==> config.mk <==
export PLATFORM = sky130hd
export DESIGN_NAME = rotary_encoder_menu_selector
export DESIGN_NICKNAME = d
export VERILOG_FILES = /design/src/hw/rtl/rems_pkg.sv /design/src/hw/rtl/rotary_encoder_menu_selector.sv
export SDC_FILE = /design/constraint.sdc
export NUM_CORES = 1
export LEC_CHECK = 0
export ABC_AREA = 1
export CAP_MARGIN = 20
export CORE_ASPECT_RATIO = 1.1
export CORE_UTILIZATION = 45
export CTS_CLUSTER_DIAMETER = 200
export CTS_CLUSTER_SIZE = 30
export DETAILED_ROUTE_END_ITERATION = 16
export DONT_BUFFER_PORTS = 1
export PLACE_DENSITY_LB_ADDON = 0.3
export SYNTH_ARGS = -nofsm -noshare
export SYNTH_HDL_FRONTEND = slang
export SYNTH_SLANG_ARGS = --single-unit
==> constraint.sdc <==
create_clock -name aclk -period 3.4 [get_ports aclk]
set_input_delay 0.68 -clock aclk [delete_from_list [all_inputs] [get_ports aclk]]
set_output_delay 0.68 -clock aclk [all_outputs]
set_load 0.01 [all_outputs]
==> src/hw/rtl/rems_pkg.sv <==
// ----------------------------------------------------------------------------
// Rotary encoder menu selector package
// Shared widths, configuration register indexes and reset values.
// ----------------------------------------------------------------------------
package rems_pkg;

    localparam int unsigned SEL_OUT_W   = 6;
    localparam int unsigned COUNT_W     = 7;
    localparam int unsigned TICKS_W     = 8;
    localparam int unsigned CFG_IDX_W   = 2;
    localparam int unsigned CFG_DATA_W  = 8;

    typedef enum logic [CFG_IDX_W-1:0] {
        CFG_ITEM_COUNT     = 2'd0,
        CFG_DEBOUNCE_TICKS = 2'd1
    } cfg_reg_t;

    localparam logic [COUNT_W-1:0] ITEM_COUNT_RST     = 7'd2;
    localparam logic [TICKS_W-1:0] DEBOUNCE_TICKS_RST = 8'd10;

endpackage

==> src/hw/rtl/rotary_encoder_menu_selector.sv <==
// ----------------------------------------------------------------------------
// Rotary encoder menu selector
// An accepted sample's result is registered in the output. Throughput
// is one sample per cycle while the output is empty or m_ready is high; the
// selection and debounce state update per sample. Reset is synchronous and
// active low; it restores the default configuration and scanning state.
// ----------------------------------------------------------------------------
module rotary_encoder_menu_selector
    import rems_pkg::*;
#(
    parameter int unsigned MAX_ITEMS = 64
) (
    input  logic                  aclk,
    input  logic                  aresetn,
    input  logic                  cfg_valid,
    output logic                  cfg_ready,
    input  logic [CFG_IDX_W-1:0]  cfg_index,
    input  logic [CFG_DATA_W-1:0] cfg_data,
    input  logic                  s_valid,
    output logic                  s_ready,
    input  logic                  s_enc_clk,
    input  logic                  s_enc_data,
    input  logic                  s_push_sw,
    output logic                  m_valid,
    input  logic                  m_ready,
    output logic [SEL_OUT_W-1:0]  m_sel_index,
    output logic                  m_moved,
    output logic                  m_confirmed
);

    localparam int unsigned SEL_W = (MAX_ITEMS > 2) ? $clog2(MAX_ITEMS) : 1;
    localparam int unsigned CNT_W = $clog2(MAX_ITEMS + 1);
    localparam int unsigned CMP_W = ((CNT_W > COUNT_W) ? CNT_W : COUNT_W) + 1;
    localparam int unsigned WIDE_W = (SEL_W > SEL_OUT_W) ? SEL_W : SEL_OUT_W;
    localparam logic [CMP_W-1:0] MAX_CMP = CMP_W'(MAX_ITEMS);

    typedef enum logic [1:0] {
        PH_SCAN     = 2'd0,
        PH_DEBOUNCE = 2'd1,
        PH_RELEASE  = 2'd2
    } phase_t;

    logic [COUNT_W-1:0]   item_count_reg;
    logic [TICKS_W-1:0]   debounce_ticks_reg;
    logic [SEL_W-1:0]     sel_reg, sel_next;
    logic                 prev_clk_reg, prev_clk_next;
    logic                 prev_sw_reg, prev_sw_next;
    logic                 fresh_reg, fresh_next;
    phase_t               phase_reg, phase_next;
    logic [TICKS_W-1:0]   wait_reg, wait_next;
    logic                 out_valid_reg;
    logic [SEL_OUT_W-1:0] out_sel_reg, out_sel_next;
    logic                 out_moved_reg, out_moved_next;
    logic                 out_conf_reg, out_conf_next;

    logic [CMP_W-1:0]     count_raw;
    logic [CMP_W-1:0]     count_eff;
    logic [CMP_W-1:0]     sel_ext;
    logic [CMP_W-1:0]     sel_up;
    logic [CMP_W-1:0]     sel_down;
    logic [WIDE_W-1:0]    shown_wide;
    logic                 accept;

    assign cfg_ready = 1'b1;
    assign s_ready   = !out_valid_reg || m_ready;
    assign accept    = s_valid && s_ready;

    assign m_valid     = out_valid_reg;
    assign m_sel_index = out_sel_reg;
    assign m_moved     = out_moved_reg;
    assign m_confirmed = out_conf_reg;

    always_comb begin
        count_raw = CMP_W'(item_count_reg);
        if (count_raw == '0) begin
            count_eff = CMP_W'(1);
        end else if (count_raw > MAX_CMP) begin
            count_eff = MAX_CMP;
        end else begin
            count_eff = count_raw;
        end
        sel_ext = CMP_W'(sel_reg);
        if (sel_ext + CMP_W'(1) >= count_eff) begin
            sel_up = '0;
        end else begin
            sel_up = sel_ext + CMP_W'(1);
        end
        if (sel_ext == '0 || sel_ext >= count_eff) begin
            sel_down = count_eff - CMP_W'(1);
        end else begin
            sel_down = sel_ext - CMP_W'(1);
        end
    end

    always_comb begin
        sel_next       = sel_reg;
        prev_clk_next  = prev_clk_reg;
        prev_sw_next   = prev_sw_reg;
        fresh_next     = fresh_reg;
        phase_next     = phase_reg;
        wait_next      = wait_reg;
        out_moved_next = 1'b0;
        out_conf_next  = 1'b0;
        shown_wide     = WIDE_W'(sel_reg);

        unique case (phase_reg)
            PH_DEBOUNCE: begin
                if (wait_reg < debounce_ticks_reg) begin
                    wait_next = wait_reg + TICKS_W'(1);
                end else if (!s_push_sw) begin
                    phase_next = PH_RELEASE;
                end else begin
                    phase_next   = PH_SCAN;
                    prev_sw_next = 1'b0;
                end
            end
            PH_RELEASE: begin
                if (s_push_sw) begin
                    out_conf_next = 1'b1;
                    sel_next      = '0;
                    fresh_next    = 1'b1;
                    prev_sw_next  = 1'b1;
                    phase_next    = PH_SCAN;
                end
            end
            default: begin
                phase_next = PH_SCAN;
                if (fresh_reg) begin
                    prev_clk_next = s_enc_clk;
                    fresh_next    = 1'b0;
                end else begin
                    if (s_enc_clk && !prev_clk_reg) begin
                        if (!s_enc_data) begin
                            sel_next = sel_up[SEL_W-1:0];
                        end else begin
                            sel_next = sel_down[SEL_W-1:0];
                        end
                        out_moved_next = 1'b1;
                    end
                    prev_clk_next = s_enc_clk;
                    if (prev_sw_reg && !s_push_sw) begin
                        phase_next = PH_DEBOUNCE;
                        wait_next  = '0;
                    end
                    prev_sw_next = s_push_sw;
                    shown_wide   = WIDE_W'(sel_next);
                end
            end
        endcase
        out_sel_next = shown_wide[SEL_OUT_W-1:0];
    end

    always_ff @(posedge aclk) begin
        if (!aresetn) begin
            item_count_reg     <= ITEM_COUNT_RST;
            debounce_ticks_reg <= DEBOUNCE_TICKS_RST;
            sel_reg            <= '0;
            prev_clk_reg       <= 1'b0;
            prev_sw_reg        <= 1'b1;
            fresh_reg          <= 1'b1;
            phase_reg          <= PH_SCAN;
            wait_reg           <= '0;
            out_valid_reg      <= 1'b0;
            out_sel_reg        <= '0;
            out_moved_reg      <= 1'b0;
            out_conf_reg       <= 1'b0;
        end else begin
            if (cfg_valid && cfg_ready) begin
                unique case (cfg_index)
                    CFG_ITEM_COUNT:     item_count_reg     <= cfg_data[COUNT_W-1:0];
                    CFG_DEBOUNCE_TICKS: debounce_ticks_reg <= cfg_data[TICKS_W-1:0];
                    default: ;
                endcase
            end
            if (accept) begin
                sel_reg       <= sel_next;
                prev_clk_reg  <= prev_clk_next;
                prev_sw_reg   <= prev_sw_next;
                fresh_reg     <= fresh_next;
                phase_reg     <= phase_next;
                wait_reg      <= wait_next;
                out_valid_reg <= 1'b1;
                out_sel_reg   <= out_sel_next;
                out_moved_reg <= out_moved_next;
                out_conf_reg  <= out_conf_next;
            end else if (m_ready) begin
                out_valid_reg <= 1'b0;
            end
        end
    end

endmodule
==> results.yml <==
yosys:
  synthTopCellsByArea: "dfxtp_1 30%, nand2_1 11%, ha_1 11%, a21oi_1 7.1%, inv_1 6.0%"
  ys_seq_elements: 43
  synth_top_area_cell: "dfxtp_1"
  async_flop_share_pct: 0
  synth_fa_ha_area_share_pct: 10.8
  synthMuxAreaShare_pct: 0
  synth.top_cell.area_share_pct: 29.8
  synth_ff_type: "dfxtp_1"
  syn_area_um2: 2880
  yosysWarnings: 0
  synth-compound-area-share_pct: 18.2
  ys_types: 40
  syn_avg_cell_area_um2: 7.14
  synthSimpleGateAreaFrac_pct: 31.0
  syn_inst: 404
  yosysSeqAreaShare_pct: 29.8
  synth_top_family_by_area: "simple AND/OR/NAND/NOR gates"
  synth_edf_count: 0
  synth.net_count: 447
  synthXorXnorAreaFrac_pct: 1.52
detailed_routing:
  dr.pass1.iters: 4
  vias: 2564
  drt-initial-drc-count: 154
  wl_met2_mm: 3.21
  drc: 0
  highest_layer: "met4"
  routedWlPerCell_um: 13.1
  ant_nets: 0
  vias_per_cell: 5.30
  drt-met1-wl_mm: 2.84
  wl_met3_um: 145
  wl_mm: 6.33
timing:
  setup_ws_ns: 0.703
  fin_worst_skew_ns: 0.0150
  rsz0062_at_grt: "false"
  setup_tns_ns: 0
  fmax_mhz: 371
  slew_viol_final: 0
  finalHoldViolations: 0
  fin_crit_ns: 2.70
  period_share_pct: 79.3
  setup-violations-final: 0
floorplan:
  initial_core_util_pct: 46.6
  rows: 30
  fp.dieW_um: 78.3
  core_um2: 6190
  die_area_um2: 6730
  fp.dieH_um: 86.0
  io_pins: 29
clocking:
  cts-root-buf: "clkbuf_8"
  cts_inserted_buffers: 5
  clock_path_buffers: 2
  htreeDepth: 2
  cts_resized: 0
  post-cts-setup-buffers: 0
  cts_tree: "yes"
  clkLatencyLatePin_ns: 0.30
  ctsHoldBuffers: 0
  path_clk_slew_ns: 0.09
  clock_sinks: 43
global_route:
  grt_start_max_net_pins: 22
  first_global_vias: 2510
  grt_pass1_wl_mm: 11.0
  track_usage_pct: 20.5
  grt_overflow: 0
  antenna_found_initial: 0
worst_setup_path:
  cpMostUsedCell: "nand2_1"
  cp_data_arrival_time_ns: 2.89
  path_delay_family: "simple AND/OR/NAND/NOR gates"
  start_kind: "flip-flop"
  crit_buf_inv: 2
  required_ns: 3.59
  critPathMaxFanout: 9
  worstSetupEndpointType: "flip-flop"
  path_class: "flip-flop to flip-flop"
  cp_slowest_stage_delay_ns: 0.41
  crit_chain: "inv_2 > nand2_1 > o21bai_1 > nand2_1 > inv_1 > ha_1 > nand3_1 > nand2_1 > o21ai_4 > nand2_4 > o21ai_1 > nand4_1 > nand2_1 > nand3_1 > nand2_1 > nand3_1 > nand2_1 > a21oi_2"
  crit_slowest_cell: "dfxtp_1"
placement:
  dp_slack_ns: 0.706
  port_buffers: 0
  gp_congestion: 0.850
  hpwl_mm: 4.97
cells_and_area:
  layout_commonest_cell: "nand2_1"
  area_growth_pct: 5.94
  layout-drive-gt1-share_pct: 11.6
  diodes: 0
  layout_common_cells: "84 x nand2_1, 46 x inv_1, 43 x dfxtp_1"
  nNetsFinal: 447
  final_util_pct: 49.3
pwr:
  leakagePower_nw: 1.38
  power_w: 0.00124
  vdd_drop_max_mv: 0.230
  pwr_density_cell_nw_per_um2: 406
worst_hold_path:
  worstHoldPathType: "flip-flop to flip-flop"
outcome:
  status: "finished clean"
job:
  cap_violations: 0
[power by group]
part / total, W / switching (W) / leakage (nW) / internal (W)
Clock: 0.000385 / 0.000170 / 0.0513 / 0.000216
Combinational: 0.000304 / 0.000200 / 0.981 / 0.000104
Sequential: 0.000553 / 0.0000221 / 0.351 / 0.000531
[area by class of cell]
| type | count | area [um2] |
|---|---|---|
| Tap cell | 80 | 100 |
| Clock buffer | 6 | 72.6 |
| Timing Repair Buffer | 1 | 7.51 |
| Multi-Input combinational cell | 299 | 1780 |
| Inverter | 54 | 205 |
| Sequential cell | 43 | 861 |
| Fill cell | 636 | 3140 |
| Clock inverter | 1 | 30.0 |
[cells in the mapped netlist, types with 2 or more instances]
master    instances
o21bai_1          2
o21ai_1           5
a21oi_2           6
o211ai_1          4
nand3_2           5
inv_2             6
nand4_1           9
o21a_1            2
nand2_2           7
nand3_1          26
nor2_4            3
o21ai_0          22
nand2_1          84
inv_1            46
nor2_1           24
nor3_1            8
buf_4             2
a21oi_1          41
dfxtp_1          43
xor2_1            4
nand2_4           8
ha_1             25
clkbuf_1          5
[metal layers]
layer  track usage [%]  vias up
li1                  -     1350
met1              24.9     1168
met3              3.51       11
met2              34.9       35
met5                 0        -
met4              9.76        0
[worst register-to-register path: stages, from the launching register on]
cell and delay, ns:
dfxtp_1 0.41, inv_2 0.11, nand2_1 0.08, o21bai_1 0.07, nand2_1 0.14, inv_1 0.08, ha_1 0.30, nand3_1 0.08
nand2_1 0.09, o21ai_4 0.26, nand2_4 0.15, o21ai_1 0.22, nand4_1 0.16, nand2_1 0.09, nand3_1 0.07, nand2_1 0.09
nand3_1 0.07, nand2_1 0.08, a21oi_2 0.05
[cells by family after synthesis]
| family | count (synthesis) |
|---|---|
| XOR/XNOR | 5 |
| adder cells (fa/ha/maj) | 25 |
| buffers and inverters | 62 |
| other | 1 |
| AO/OA/AOI/OAI | 90 |
| AND/OR/NAND/NOR | 178 |
| flip-flops | 43 |
[path summary, 6_finish.rpt]
| kind | startpoint | endpoint | slack (ns) | cells past startpoint |
|---|---|---|---|---|
| min reg2reg | debounce_ticks_reg[0] | debounce_ticks_reg[0] | 0.46 | 2 |
| max | item_count_reg[6] | m_sel_index[4] | 0.70 | 18 |
| max reg2reg | item_count_reg[6] | m_sel_index[4] | 0.70 | 18 |
| min | debounce_ticks_reg[0] | debounce_ticks_reg[0] | 0.46 | 2 |
[stage by stage]
step,cells,instance area (um2),hold WS (ns)
2_1_floorplan,404,2880,0.424
3_3_place_gp,477,2950,0.448
3_5_place_dp,477,2950,0.451
4_1_cts,484,3060,0.463
5_1_grt,484,3060,0.461
6_report,484,3060,0.461
Note: power is estimated with default switching activity, not from simulation.
